$ cat config.mk
export PLATFORM = sky130hd
export DESIGN_NAME = utf8_to_unicode_escape_top
export DESIGN_NICKNAME = d
export VERILOG_FILES = /design/src/rtl/core/u8esc_pkg.sv /design/src/rtl/core/utf8_to_unicode_escape_top.sv
export VERILOG_INCLUDE_DIRS = /design/src /design/src/rtl/core
export SDC_FILE = /design/constraint.sdc
export NUM_CORES = 1
export LEC_CHECK = 0
export BUFFER_PORTS_ARGS = -buffer_cell sky130_fd_sc_hd__buf_2
export CAP_MARGIN = 20
export CELL_PAD_IN_SITES_DETAIL_PLACEMENT = 0
export CELL_PAD_IN_SITES_GLOBAL_PLACEMENT = 1
export CORE_MARGIN = 2
export CORE_UTILIZATION = 45
export CTS_CLUSTER_SIZE = 30
export DETAILED_ROUTE_END_ITERATION = 12
export PLACE_DENSITY = 0.76
export SLEW_MARGIN = 20
export SYNTH_ARGS = -nofsm -noshare
export SYNTH_HDL_FRONTEND = slang
export SYNTH_SLANG_ARGS = --single-unit
$ cat constraint.sdc
create_clock -name clk_i -period 17.6 [get_ports clk_i]
set_input_delay 2.64 -clock clk_i [delete_from_list [all_inputs] [get_ports clk_i]]
set_output_delay 2.64 -clock clk_i [all_outputs]
set_load 0.005 [all_outputs]
$ cat src/rtl/core/utf8_to_unicode_escape_top_defines.svh
// Assertion macros for the UTF-8 escape converter.
`ifndef UTF8_TO_UNICODE_ESCAPE_TOP_DEFINES_SVH
`define UTF8_TO_UNICODE_ESCAPE_TOP_DEFINES_SVH

// Check a property on every clock edge outside reset.
`define U8ESC_ASSERT(lbl, prop) \
  lbl: assert property (@(posedge clk_i) disable iff (!rst_ni) prop) \
    else $error("u8esc check failed");

// Check a property on every clock edge, reset included.
`define U8ESC_ASSERT_ALWAYS(lbl, prop) \
  lbl: assert property (@(posedge clk_i) prop) \
    else $error("u8esc check failed");

`endif

$ cat src/rtl/core/u8esc_pkg.sv
// Shared types, ASCII codes and hex helpers for the UTF-8 escape converter.
package u8esc_pkg;

  localparam int unsigned BufLen = 12;

  localparam logic [7:0] ChBslash = 8'h5C;
  localparam logic [7:0] ChLowerU = 8'h75;
  localparam logic [7:0] ChLowerN = 8'h6E;
  localparam logic [7:0] ChLowerR = 8'h72;
  localparam logic [7:0] ChLowerT = 8'h74;
  localparam logic [7:0] CodeLf   = 8'h0A;
  localparam logic [7:0] CodeCr   = 8'h0D;
  localparam logic [7:0] CodeTab  = 8'h09;
  localparam logic [7:0] CodeDel  = 8'h7F;

  localparam logic [20:0] SuppBase = 21'h10000;
  localparam logic [15:0] HiSurr   = 16'hD800;
  localparam logic [15:0] LoSurr   = 16'hDC00;

  typedef logic [BufLen-1:0][7:0] obuf_t;
  typedef logic [5:0][7:0] uesc_t;

  function automatic logic [7:0] hex_char(input logic [3:0] nib);
    logic [7:0] res;
    if (nib < 4'd10) begin
      res = 8'h30 + {4'h0, nib};
    end else begin
      res = 8'h37 + {4'h0, nib};
    end
    return res;
  endfunction

  function automatic uesc_t u_escape(input logic [15:0] v);
    uesc_t res;
    res[0] = ChBslash;
    res[1] = ChLowerU;
    res[2] = hex_char(v[15:12]);
    res[3] = hex_char(v[11:8]);
    res[4] = hex_char(v[7:4]);
    res[5] = hex_char(v[3:0]);
    return res;
  endfunction

endpackage

$ cat src/rtl/core/utf8_to_unicode_escape_top.sv
// UTF-8 to escaped ASCII converter: one input byte in, zero to twelve bytes out.
//
//   channel | signals                          | role
//   in      | in_valid_i in_ready_o in_byte_i  | one UTF-8 byte per beat, zero ends text
//   out     | out_valid_o out_ready_i          | one output byte per beat,
//           | out_byte_o run_last_o            | run_last_o marks an item's final byte
//
// Each accepted byte is decoded in its accept cycle and its output bytes land in a
// 12-byte shift buffer; the buffer drains one byte per cycle.
// A new byte is taken while the last buffered byte leaves, so items run back to back.
// Out stalls hold the buffer; reset clears the sequence state and empties the buffer.
`include "utf8_to_unicode_escape_top_defines.svh"

module utf8_to_unicode_escape_top (
  input  logic       clk_i,
  input  logic       rst_ni,
  input  logic       in_valid_i,
  output logic       in_ready_o,
  input  logic [7:0] in_byte_i,
  output logic       out_valid_o,
  input  logic       out_ready_i,
  output logic [7:0] out_byte_o,
  output logic       run_last_o
);

  logic [7:0]  lead_q, lead_d;
  logic [2:0]  exp_q, exp_d;
  logic [1:0]  bg_q, bg_d;
  logic [20:0] partial_q, partial_d;
  logic [1:0][7:0] cont_q, cont_d;

  u8esc_pkg::obuf_t obuf_q, obuf_d, fill;
  logic [3:0] cnt_q, cnt_d;

  logic in_acc, out_acc;
  logic fresh;
  logic [20:0] cp, off;
  logic [15:0] hi_w, lo_w;
  logic [3:0][7:0]  raw;
  logic [15:0][7:0] tail;
  logic [1:0] raw_n;
  logic [3:0] tail_n, tot_n, tidx;

  assign in_ready_o  = (cnt_q == 4'd0) || ((cnt_q == 4'd1) && out_ready_i);
  assign in_acc      = in_valid_i && in_ready_o;
  assign out_valid_o = (cnt_q != 4'd0);
  assign out_acc     = out_valid_o && out_ready_i;
  assign out_byte_o  = obuf_q[0];
  assign run_last_o  = (cnt_q == 4'd1);

  always_comb begin
    lead_d    = lead_q;
    exp_d     = exp_q;
    bg_d      = bg_q;
    partial_d = partial_q;
    cont_d    = cont_q;
    raw       = {8'h00, cont_q[1], cont_q[0], lead_q};
    raw_n     = 2'd0;
    tail      = '0;
    tail_n    = 4'd0;
    fresh     = 1'b1;
    cp        = {partial_q[14:0], in_byte_i[5:0]};
    off       = cp - u8esc_pkg::SuppBase;
    hi_w      = u8esc_pkg::HiSurr + {5'b0, off[20:10]};
    lo_w      = u8esc_pkg::LoSurr + {6'b0, off[9:0]};

    if (exp_q != 3'd0) begin
      if (in_byte_i[7:6] == 2'b10) begin
        fresh     = 1'b0;
        partial_d = cp;
        if (({2'b00, bg_q} + 4'd2) >= {1'b0, exp_q}) begin
          lead_d    = '0;
          exp_d     = '0;
          bg_d      = '0;
          partial_d = '0;
          if (|cp[20:16]) begin
            tail[5:0]  = u8esc_pkg::u_escape(hi_w);
            tail[11:6] = u8esc_pkg::u_escape(lo_w);
            tail_n     = 4'd12;
          end else begin
            tail[5:0] = u8esc_pkg::u_escape(cp[15:0]);
            tail_n    = 4'd6;
          end
        end else begin
          cont_d[bg_q[0]] = in_byte_i;
          bg_d            = bg_q + 2'd1;
        end
      end else begin
        raw_n     = bg_q + 2'd1;
        lead_d    = '0;
        exp_d     = '0;
        bg_d      = '0;
        partial_d = '0;
      end
    end

    if (fresh && (in_byte_i != 8'h00)) begin
      if (in_byte_i[7:5] == 3'b110) begin
        lead_d    = in_byte_i;
        exp_d     = 3'd2;
        bg_d      = '0;
        partial_d = {16'b0, in_byte_i[4:0]};
      end else if (in_byte_i[7:4] == 4'b1110) begin
        lead_d    = in_byte_i;
        exp_d     = 3'd3;
        bg_d      = '0;
        partial_d = {17'b0, in_byte_i[3:0]};
      end else if (in_byte_i[7:3] == 5'b11110) begin
        lead_d    = in_byte_i;
        exp_d     = 3'd4;
        bg_d      = '0;
        partial_d = {18'b0, in_byte_i[2:0]};
      end else if ((in_byte_i < 8'h20) || (in_byte_i == u8esc_pkg::CodeDel)) begin
        tail[0] = u8esc_pkg::ChBslash;
        tail_n  = 4'd2;
        case (in_byte_i)
          u8esc_pkg::CodeLf:  tail[1] = u8esc_pkg::ChLowerN;
          u8esc_pkg::CodeCr:  tail[1] = u8esc_pkg::ChLowerR;
          u8esc_pkg::CodeTab: tail[1] = u8esc_pkg::ChLowerT;
          default: begin
            tail[5:0] = u8esc_pkg::u_escape({8'h00, in_byte_i});
            tail_n    = 4'd6;
          end
        endcase
      end else if (in_byte_i == u8esc_pkg::ChBslash) begin
        tail[0] = u8esc_pkg::ChBslash;
        tail[1] = u8esc_pkg::ChBslash;
        tail_n  = 4'd2;
      end else begin
        tail[0] = in_byte_i;
        tail_n  = 4'd1;
      end
    end

    tot_n = {2'b00, raw_n} + tail_n;
    for (int k = 0; k < u8esc_pkg::BufLen; k++) begin
      tidx = 4'(k) - {2'b00, raw_n};
      if (4'(k) < {2'b00, raw_n}) begin
        fill[k] = raw[2'(k)];
      end else begin
        fill[k] = tail[tidx];
      end
    end
  end

  always_comb begin
    obuf_d = obuf_q;
    cnt_d  = cnt_q;
    if (out_acc) begin
      obuf_d = {8'h00, obuf_q[u8esc_pkg::BufLen-1:1]};
      cnt_d  = cnt_q - 4'd1;
    end
    if (in_acc && (tot_n != 4'd0)) begin
      obuf_d = fill;
      cnt_d  = tot_n;
    end
  end

  always_ff @(posedge clk_i or negedge rst_ni) begin
    if (!rst_ni) begin
      lead_q    <= '0;
      exp_q     <= '0;
      bg_q      <= '0;
      partial_q <= '0;
      cnt_q     <= '0;
    end else begin
      cnt_q <= cnt_d;
      if (in_acc) begin
        lead_q    <= lead_d;
        exp_q     <= exp_d;
        bg_q      <= bg_d;
        partial_q <= partial_d;
      end
    end
  end

  always_ff @(posedge clk_i) begin
    obuf_q <= obuf_d;
    if (in_acc) begin
      cont_q <= cont_d;
    end
  end

  `U8ESC_ASSERT(a_cnt_range, cnt_q <= 4'd12)
  `U8ESC_ASSERT(a_gather_below_len,
    (exp_q != 3'd0) |-> (({2'b00, bg_q} + 4'd2) <= {1'b0, exp_q}))
  `U8ESC_ASSERT(a_idle_seq_clear,
    (exp_q == 3'd0) |-> ((partial_q == 21'd0) && (bg_q == 2'd0) && (lead_q == 8'h00)))

endmodule
### After elaboration in Yosys (flattened, before gate mapping)

Index checks and enable logic that the tools add are counted.

* add/sub/neg operators: 45
* multiplexer cells: 108
* reductions and logical operators: 17
* order comparisons: 35
* bitwise gates (word level): 1
* equality and inequality tests: 10

Operator list (count)
* $mux 96: 5
* $bmux 8 s4: 12
* $mux 48: 5
* $mux 8: 28
* $add 6x4->7 const A: 26
* $mux 21: 7
* $mux 7: 13
* $mux 32: 2
* $lt 4x5->1 const B: 12
* $lt 4x4->1 const B: 13
* $mux 47: 1
* $mux 4: 11
* $eq 8x4->1 const B: 3
* $mux 3: 8
* $sub 21x17->21 const B: 1
* $mux 2: 10
* $add 15x11->16 const A: 1
* $add 15x12->16 const A: 1
* $bwmux 16: 1
* $eq 8x7->1 const B: 2
* $mux 16: 1
* $sub 3x2->4 const A: 4
* $sub 4x2->4 const A: 4
* $pmux 5 s3: 1
* other kinds (31): 44

* word-level logic and storage cells: 235
* output and inout port bits: 11
* register bits after elaboration: 150
* bits of input ports: 12

### Longest topological paths before layout

Gate-level depths: netlist (run 1).

* depth after elaboration: 18
* gate-level depth with buffers: 17

### Least setup slack after synthesis (run 1)

OpenSTA, ideal clock, no wires.

* kind: input port to flip-flop
* start: input in_byte_i[5]
* end: register obuf_q[10] in the netlist's numbering (enable)
* data arrival time: 7.221 ns
* required time: 16.700 ns
* setup time: 0.900 ns
* setup slack: 9.480 ns
* cell stages on the path: 16
* cells stage by stage: clkbuf_1 -> inv_1 -> ha_1 -> nor3b_1 -> a22oi_1 -> clkbuf_1 -> nand2_1 -> o21ai_0 -> ha_1 -> a21oi_1 -> xnor2_1 -> a2bb2oi_1 -> a31o_2 -> buf_6 -> buf_2 -> nand2_1

* word-level cells in the longest chain between the ends: 12
* elaborated cells on any way between the ends: 24

Ends and longest elaborated chain
* from (decl): line utf8_to_unicode_escape_top.sv:19 `input logic [7:0] in_byte_i,`
* parallel branches: the longest is 7 deep, another holds $lt 8x6->1
* $mux 4 (*): line utf8_to_unicode_escape_top.sv:97 `if (fresh && (in_byte_i != 8'h00)) begin`
* $add 2x4->4 (*): line utf8_to_unicode_escape_top.sv:135 `tot_n = {2'b00, raw_n} + tail_n;`
* $reduce_bool 4->1 (*): line utf8_to_unicode_escape_top.sv:153 `if (in_acc && (tot_n != 4'd0)) begin`
* $logic_and 1x1->1 (*): line utf8_to_unicode_escape_top.sv:153
* $reduce_bool 2->1 (no source line) (*)
* to (signal assigned): line utf8_to_unicode_escape_top.sv:178 `obuf_q <= obuf_d;`
* to (decl): line utf8_to_unicode_escape_top.sv:32 `u8esc_pkg::obuf_t obuf_q, obuf_d, fill;`

Mark *: on every way between the ends.
A chain may end at the register's enable or synchronous reset.

### Worst setup path in the final report (run 1)

* start: input in_byte_i[5]
* end: register obuf_q[73] in the netlist's numbering (enable)

The elaborated chain is that of the path after synthesis.

==> flow_metrics.py, run 1 <==
metrics = {
    "run_status": {
        "result_of_the_run": "finished clean",
    },
    "clocking": {
        "postCtsSetupBuffers": 0,
        "tritoncts_num_sinks": 135,
        "cts_resized": 0,
        "cts_max_level": 4,
        "clk-insertion-delay-late_ns": 0.44,
        "cts_tree": "yes",
        "root_buffer": "sky130_fd_sc_hd__clkbuf_16",
        "cts.path.max_buffers": 2,
        "numCtsBuffers": 17,
        "worst_setup_hold_path_clk_slew_ns": 0.06,
        "postCtsHoldBufs": 0,
    },
    "synth": {
        "postSynthAreaPerCell_um2": 9.36,
        "post-synth-top-area-fraction": 0.357,
        "mappedNetlistNets": 969,
        "synth_cells": 925,
        "post-synth-top-area-cell": "sky130_fd_sc_hd__edfxtp_1",
        "synth_async_sr_flop_share": 0.237,
        "synth.cell_area_um2": 8660,
        "ys_seq_elements": 135,
        "synth_edf_count": 103,
        "ys_warn_count": 0,
        "yosysSeqAreaShare": 0.450,
        "yosys-top-cells-area": "sky130_fd_sc_hd__edfxtp_1 36%, sky130_fd_sc_hd__dfrtp_1 9.3%, sky130_fd_sc_hd__ha_1 4.5%, sky130_fd_sc_hd__nor2_1 4.3%, sky130_fd_sc_hd__nand2_1 4.2%",
        "synth.lib_cells_used.distinct": 73,
        "synth_flop_cell": "sky130_fd_sc_hd__edfxtp_1",
    },
    "global_route": {
        "grt_pass1_wl_mm": 40.8,
        "first_global_vias": 6805,
        "largest_net_degree_at_the_start_of_global_routing": 96,
        "gr-usage-all-layers": 0.269,
        "gr-total-overflow": 0,
        "number_of_antenna_violations_at_the_first_check_in_global_routing": 0,
    },
    "floorplanning": {
        "fp.dieW_um": 143,
        "floorplan.die.height_um": 143,
        "die_area_um2": 20400,
        "ioPinCount": 23,
        "core_area_um2": 18800,
        "floorplan.initialDensity": 0.461,
        "std_cell_rows": 50,
    },
    "drt": {
        "drt_iter0_drc": 929,
        "totalWireLength_mm": 26.2,
        "detail_route.first_pass.iterations": 5,
        "antenna_violating_nets_post_route": 0,
        "via_per_inst": 6.31,
        "dr_total_vias": 7247,
        "drcViolationCount": 0,
        "post_drt_wl_per_cell_um": 22.8,
    },
    "power_and_ir_drop": {
        "p_leak_nw": 3.67,
        "powerDensity_nw_per_um2": 201,
        "vdd.ir_drop.worst_v": 0.0000957,
    },
    "placement": {
        "dp_hpwl_mm": 18.3,
        "routabilityCongestion": 0.930,
        "number_of_buffers_added_on_ports": 22,
    },
    "timing": {
        "max-slew-margin-rel": 0.322,
        "timing.setup.tns_ns": 0,
        "timing_worst_slew_pin_value_ns": 1.01,
        "timing_max_transition_violations_final": 0,
        "finalHoldViolations": 0,
        "final.period_utilization": 0.446,
        "worst_hold_slack_ns": 0.513,
        "finalClockSkew_ns": 0.0168,
        "min_period_ns": 7.84,
        "setup_viol": 0,
        "timing.fmax_mhz": 127,
        "grt_setup_unrepaired": "no",
    },
    "layout": {
        "num_antenna_cells": 0,
        "final_cell_mix": "103 x sky130_fd_sc_hd__edfxtp_1, 99 x sky130_fd_sc_hd__nor2_1, 96 x sky130_fd_sc_hd__nand2_1, 68 x sky130_fd_sc_hd__a21oi_1, 55 x sky130_fd_sc_hd__o21ai_0",
        "most_common_cell_after_layout_fill_and_taps_aside": "sky130_fd_sc_hd__edfxtp_1",
        "layout-area-overhead-vs-synth_pct": 9.58,
        "final_nets": 945,
        "fillerInstances": 1792,
        "post_route_cells_drive_above_1_share": 0.109,
    },
    "worst_hold_path": {
        "hold_class": "flop to flop",
        "cell_count_of_the_worst_hold_path": 2,
    },
    "worst_setup_path": {
        "critPathKind": "primary input to flop",
        "crit_path_required_time_ns": 17.68,
        "start_kind": "primary input",
        "rr_worst_depth": 14,
        "cp-end-kind": "flop",
        "worstPathArrival_ns": 7.92,
        "critical_path.max_fanout": 95,
    },
    "flow_run": {
        "max-cap-violations": 0,
    },
}
==> path summary, 6_finish.rpt <==
check / from / end / slack, ns
max: in_byte_i[5] / obuf_q[73]$_DFFE_PP_ / 9.76
min: obuf_q[46]$_DFFE_PP_ / obuf_q[38]$_DFFE_PP_ / 0.51
max reg2reg: partial_q[10]$_DFFE_PN0P_ / obuf_q[73]$_DFFE_PP_ / 11.23
min reg2reg: obuf_q[46]$_DFFE_PP_ / obuf_q[38]$_DFFE_PP_ / 0.51
max in group asynchronous: rst_ni / partial_q[10]$_DFFE_PN0P_ / 14.84
min in group asynchronous: rst_ni / exp_q[1]$_DFFE_PN0P_ / 2.27
==> Yosys cell counts, types with 5 or more instances <==
cell type	n
sky130_fd_sc_hd__o22ai_1	10
sky130_fd_sc_hd__a31oi_1	23
sky130_fd_sc_hd__a21o_1	20
sky130_fd_sc_hd__a211oi_1	11
sky130_fd_sc_hd__mux2i_1	7
sky130_fd_sc_hd__nand2_1	97
sky130_fd_sc_hd__edfxtp_1	103
sky130_fd_sc_hd__a22o_1	12
sky130_fd_sc_hd__buf_2	13
sky130_fd_sc_hd__and2_1	12
sky130_fd_sc_hd__nor3_1	16
sky130_fd_sc_hd__a2bb2oi_1	6
sky130_fd_sc_hd__o32ai_1	5
sky130_fd_sc_hd__clkbuf_1	50
sky130_fd_sc_hd__o221ai_1	8
sky130_fd_sc_hd__a31o_2	5
sky130_fd_sc_hd__ha_1	31
sky130_fd_sc_hd__nand2b_1	8
sky130_fd_sc_hd__xnor2_1	16
sky130_fd_sc_hd__nor3b_1	6
sky130_fd_sc_hd__o211ai_1	11
sky130_fd_sc_hd__or3_1	5
sky130_fd_sc_hd__o31ai_2	6
sky130_fd_sc_hd__mux2_2	8
sky130_fd_sc_hd__inv_1	31
sky130_fd_sc_hd__a21oi_1	68
sky130_fd_sc_hd__o21ai_1	5
sky130_fd_sc_hd__buf_4	8
sky130_fd_sc_hd__o31ai_1	6
sky130_fd_sc_hd__and3_1	8
sky130_fd_sc_hd__o21ai_0	55
sky130_fd_sc_hd__nand3_1	30
sky130_fd_sc_hd__o21a_1	16
sky130_fd_sc_hd__nor2b_1	7
sky130_fd_sc_hd__dfrtp_1	32
sky130_fd_sc_hd__nand4_1	7
sky130_fd_sc_hd__nor2_1	99
==> metrics by stage <==
stage          instance area [µm²]  setup slack (ns)  utilization  power [mW]  instances
3_3_place_gp                  8810              9.58        0.469        1.47       1116
3_5_place_dp                  8810              9.39        0.469        1.48       1116
4_1_cts                       9490              9.81        0.505        1.90       1148
5_1_grt                       9490              9.23        0.505        2.02       1148
2_1_floorplan                 8660              9.48            -        1.23        925
6_report                      9490              9.76        0.505        1.91       1148
==> power breakdown <==
part | switching, mW | leakage (nW) | internal (mW) | total, mW
Sequential | 0.0681 | 1.43 | 0.549 | 0.617
Clock | 0.146 | 0.331 | 0.267 | 0.414
Combinational | 0.589 | 1.91 | 0.289 | 0.878
Total | 0.804 | 3.67 | 1.11 | 1.91
==> cells by family (layout without fill, tap and decap cells) <==
kind of cell,count (synthesis),count (layout),share of synthesized area
other,1,1,0.000433
buffers and inverters,111,100,0.0561
multiplexers,19,19,0.0289
AO/OA/AOI/OAI,303,303,0.238
flip-flops,135,135,0.450
adder cells (fa/ha/maj),32,32,0.0471
XOR/XNOR,19,19,0.0192
AND/OR/NAND/NOR,305,305,0.160
==> state kept, by name, indices dropped and copies added, names as in the netlist <==
signal,cells
exp_q,3
cont_q,8
out_byte_o,8
lead_q,8
obuf_q,87
bg_q,2
partial_q,15
cnt_q,4
==> metal layers <==
metal  wire (µm)  share of wire  GRT usage  vias up
met5           0              0          0        -
met4         686          0.026     0.0948        0
met3        1800          0.069     0.0466       52
met2       11600           0.44      0.397      317
met1       12100           0.46      0.397     3513
li1            -              -          -     3365
==> worst max-delay path, stage by stage <==
cell                        delay, ns
sky130_fd_sc_hd__buf_2           0.30
sky130_fd_sc_hd__inv_1           0.21
sky130_fd_sc_hd__ha_1            0.25
sky130_fd_sc_hd__nor3b_1         0.19
sky130_fd_sc_hd__a22oi_1         0.62
sky130_fd_sc_hd__nand2_1         0.18
sky130_fd_sc_hd__o21ai_0         0.41
sky130_fd_sc_hd__ha_1            0.32
sky130_fd_sc_hd__a21oi_1         0.21
sky130_fd_sc_hd__xnor2_1         0.10
sky130_fd_sc_hd__a2bb2oi_1       0.42
sky130_fd_sc_hd__a31o_4          0.21
sky130_fd_sc_hd__buf_4           0.71
sky130_fd_sc_hd__nand2_4         0.51
sky130_fd_sc_hd__buf_4           0.53
==> layout make-up <==
class	count	area, µm²	area share
Clock buffer	18	429	0.0452
Clock inverter	14	245	0.0259
Inverter	33	124	0.0131
Multi-Input combinational cell	679	4290	0.453
Sequential cell	135	3890	0.410
Tap cell	234	293	0.0309
Timing Repair Buffer	35	208	0.0219
No activity file was read; power rests on OpenSTA's default activity.
==> inputs of run 2 (changes only) <==
==> constraint.sdc (replaced) <==
create_clock -name clk_i -period 7.8 [get_ports clk_i]
set_input_delay 1.17 -clock clk_i [delete_from_list [all_inputs] [get_ports clk_i]]
set_output_delay 1.17 -clock clk_i [all_outputs]
set_load 0.005 [all_outputs]
==> run 2 against run 1 <==
Against the previous run:
- sequential power rose by 130%
- total power rose by 120%
- hold slack better by 0.0019 ns
==> flow_metrics.py, run 2 (synthesized netlist as in run 1, its figures left out) <==
metrics = {
    "run_status": {
        "result_of_the_run": "finished clean",
    },
    "layout": {
        "final_instance_area_um2": 9380,
        "layout_top_registers": "obuf_q (87), partial_q (15)",
        "post-route-util": 0.500,
        "layoutNonFillerInstCount": 1147,
        "multi_input_area_um2": 4300,
        "post_route_cells_drive_above_1_share": 0.108,
        "layout-area-overhead-vs-synth_pct": 8.38,
        "num_antenna_cells": 0,
        "fillerInstances": 1759,
        "largest_register_ffs": 87,
        "regMostFlops": "obuf_q",
        "final_cell_mix": "103 x sky130_fd_sc_hd__edfxtp_1, 99 x sky130_fd_sc_hd__nor2_1, 96 x sky130_fd_sc_hd__nand2_1, 68 x sky130_fd_sc_hd__a21oi_1, 55 x sky130_fd_sc_hd__o21ai_0",
        "seq_area_um2": 3890,
        "most_common_cell_after_layout_fill_and_taps_aside": "sky130_fd_sc_hd__edfxtp_1",
        "final_nets": 944,
    },
    "worst_setup_path": {
        "critPathKind": "flop to flop",
        "worstPathCellList": "inv_1 > ha_1 > or4b_2 > nor3_1 > nand2_1 > o21ai_0 > ha_1 > a21oi_1 > xnor2_1 > a2bb2oi_1 > a31oi_4 > buf_4 > o221ai_1 > o21a_1",
        "cp-end-kind": "flop",
        "r2r-end": "obuf_q[67]$_DFFE_PP_",
        "worstPathArrival_ns": 5.91,
        "crit_path_required_time_ns": 7.98,
        "rr_worst_depth": 14,
        "cp.buffers_inverters": 2,
        "start_kind": "flop",
        "r2r_slack_ns": 2.07,
        "critical_path.reg2reg.startpoint": "partial_q[10]$_DFFE_PN0P_",
        "critical_path.max_fanout": 39,
        "critical-path-top-cell-by-count": "sky130_fd_sc_hd__ha_1",
        "max_stage_delay_ns": 0.91,
        "crit_path_top_delay_cell": "sky130_fd_sc_hd__or4b_2",
        "crit_family": "compound AO/OA/AOI/OAI gates",
    },
    "floorplanning": {
        "core_area_um2": 18800,
        "std_cell_rows": 50,
        "floorplan.initialDensity": 0.461,
        "ioPinCount": 23,
        "die_area_um2": 20400,
        "floorplan.die.height_um": 143,
        "fp.dieW_um": 143,
    },
    "global_route": {
        "gr-usage-all-layers": 0.267,
        "largest_net_degree_at_the_start_of_global_routing": 77,
        "grt_pass1_wl_mm": 40.7,
        "number_of_antenna_violations_at_the_first_check_in_global_routing": 0,
        "first_global_vias": 6626,
        "gr-total-overflow": 0,
    },
    "clocking": {
        "root_buffer": "sky130_fd_sc_hd__clkbuf_16",
        "cts_resized": 0,
        "cts.path.max_buffers": 2,
        "postCtsSetupBuffers": 0,
        "postCtsHoldBufs": 0,
        "clk-insertion-delay-late_ns": 0.43,
        "cts_max_level": 4,
        "cts_tree": "yes",
        "worst_setup_hold_path_clk_slew_ns": 0.07,
        "numCtsBuffers": 17,
        "tritoncts_num_sinks": 135,
    },
    "power_and_ir_drop": {
        "powerDensity_nw_per_um2": 445,
        "p_leak_nw": 3.62,
        "vdd.ir_drop.worst_v": 0.000267,
    },
    "worst_hold_path": {
        "hold_class": "flop to flop",
        "cell_count_of_the_worst_hold_path": 2,
        "hold_path.startpoint": "obuf_q[46]$_DFFE_PP_",
        "timing.hold.worst_endpoint": "obuf_q[38]$_DFFE_PP_",
    },
    "timing": {
        "setup_viol": 0,
        "timing_worst_slew_pin_value_ns": 1.05,
        "timing.setup.tns_ns": 0,
        "finalHoldViolations": 0,
        "worst_setup_slack_after_layout_ns": 2.07,
        "grt_setup_unrepaired": "no",
        "max-slew-margin-rel": 0.301,
        "min_period_ns": 5.73,
        "timing.fmax_mhz": 175,
        "finalClockSkew_ns": 0.0112,
        "timing_max_transition_violations_final": 0,
        "final.period_utilization": 0.735,
    },
    "placement": {
        "post_dp_cell_area_um2": 8820,
        "number_of_buffers_added_on_ports": 22,
        "routabilityCongestion": 0.916,
        "dp_slack_ns": 1.77,
        "dp_cells": 1115,
        "dp_hpwl_mm": 18.3,
    },
    "drt": {
        "post_drt_wl_per_cell_um": 22.9,
        "totalWireLength_mm": 26.3,
        "drcViolationCount": 0,
        "detail_route.first_pass.iterations": 7,
        "drt_iter0_drc": 947,
        "antenna_violating_nets_post_route": 0,
        "via_per_inst": 6.31,
        "dr_total_vias": 7234,
    },
    "flow_run": {
        "max-cap-violations": 0,
    },
}
==> run 2: per-layer routing <==
metal  part of all wire  global-route usage
met5                  0                   0
met4              0.026              0.0891
met3              0.073              0.0396
met2               0.44               0.390
met1               0.47               0.405
==> run 2: where the power goes <==
group	internal, mW	switching (mW)	total (mW)
Combinational	0.658	1.34	2.00
Sequential	1.24	0.151	1.39
Clock	0.465	0.324	0.789
==> run 2: layout make-up <==
class | count | area share
Clock buffer | 17 | 0.0453
Multi-Input combinational cell | 679 | 0.458
Clock inverter | 15 | 0.0144
Inverter | 33 | 0.0132
Sequential cell | 135 | 0.415
Timing Repair Buffer | 34 | 0.0227
Tap cell | 234 | 0.0312
==> run 2: metrics by stage <==
stage | total power [mW] | hold slack [ns]
after global routing | 4.42 | 0.528
after CTS | 4.13 | 0.517
after detailed placement | 3.35 | 0.503
after floorplan | 2.78 | 0.451
final | 4.17 | 0.515
after global placement | 3.34 | 0.496
==> run 2: worst min-delay path: stages, from the launching register on <==
cell and delay, ns:
sky130_fd_sc_hd__edfxtp_1 0.32, sky130_fd_sc_hd__nand2_1 0.04, sky130_fd_sc_hd__nand2_1 0.05
==> run 2: worst max path at each step <==
stage	from	endpoint	slack, ns	cells after the start
after detailed placement	in_byte_i[5]	obuf_q[67]$_DFFE_PP_	1.77	15
after floorplan	in_byte_i[5]	obuf_q[10]$_DFFE_PP_	1.15	16
after CTS	partial_q[10]$_DFFE_PN0P_	obuf_q[67]$_DFFE_PP_	2.18	14
after global placement	in_byte_i[5]	obuf_q[67]$_DFFE_PP_	1.94	15
final	partial_q[10]$_DFFE_PN0P_	obuf_q[67]$_DFFE_PP_	2.07	14
after global routing	in_byte_i[5]	obuf_q[67]$_DFFE_PP_	1.67	15
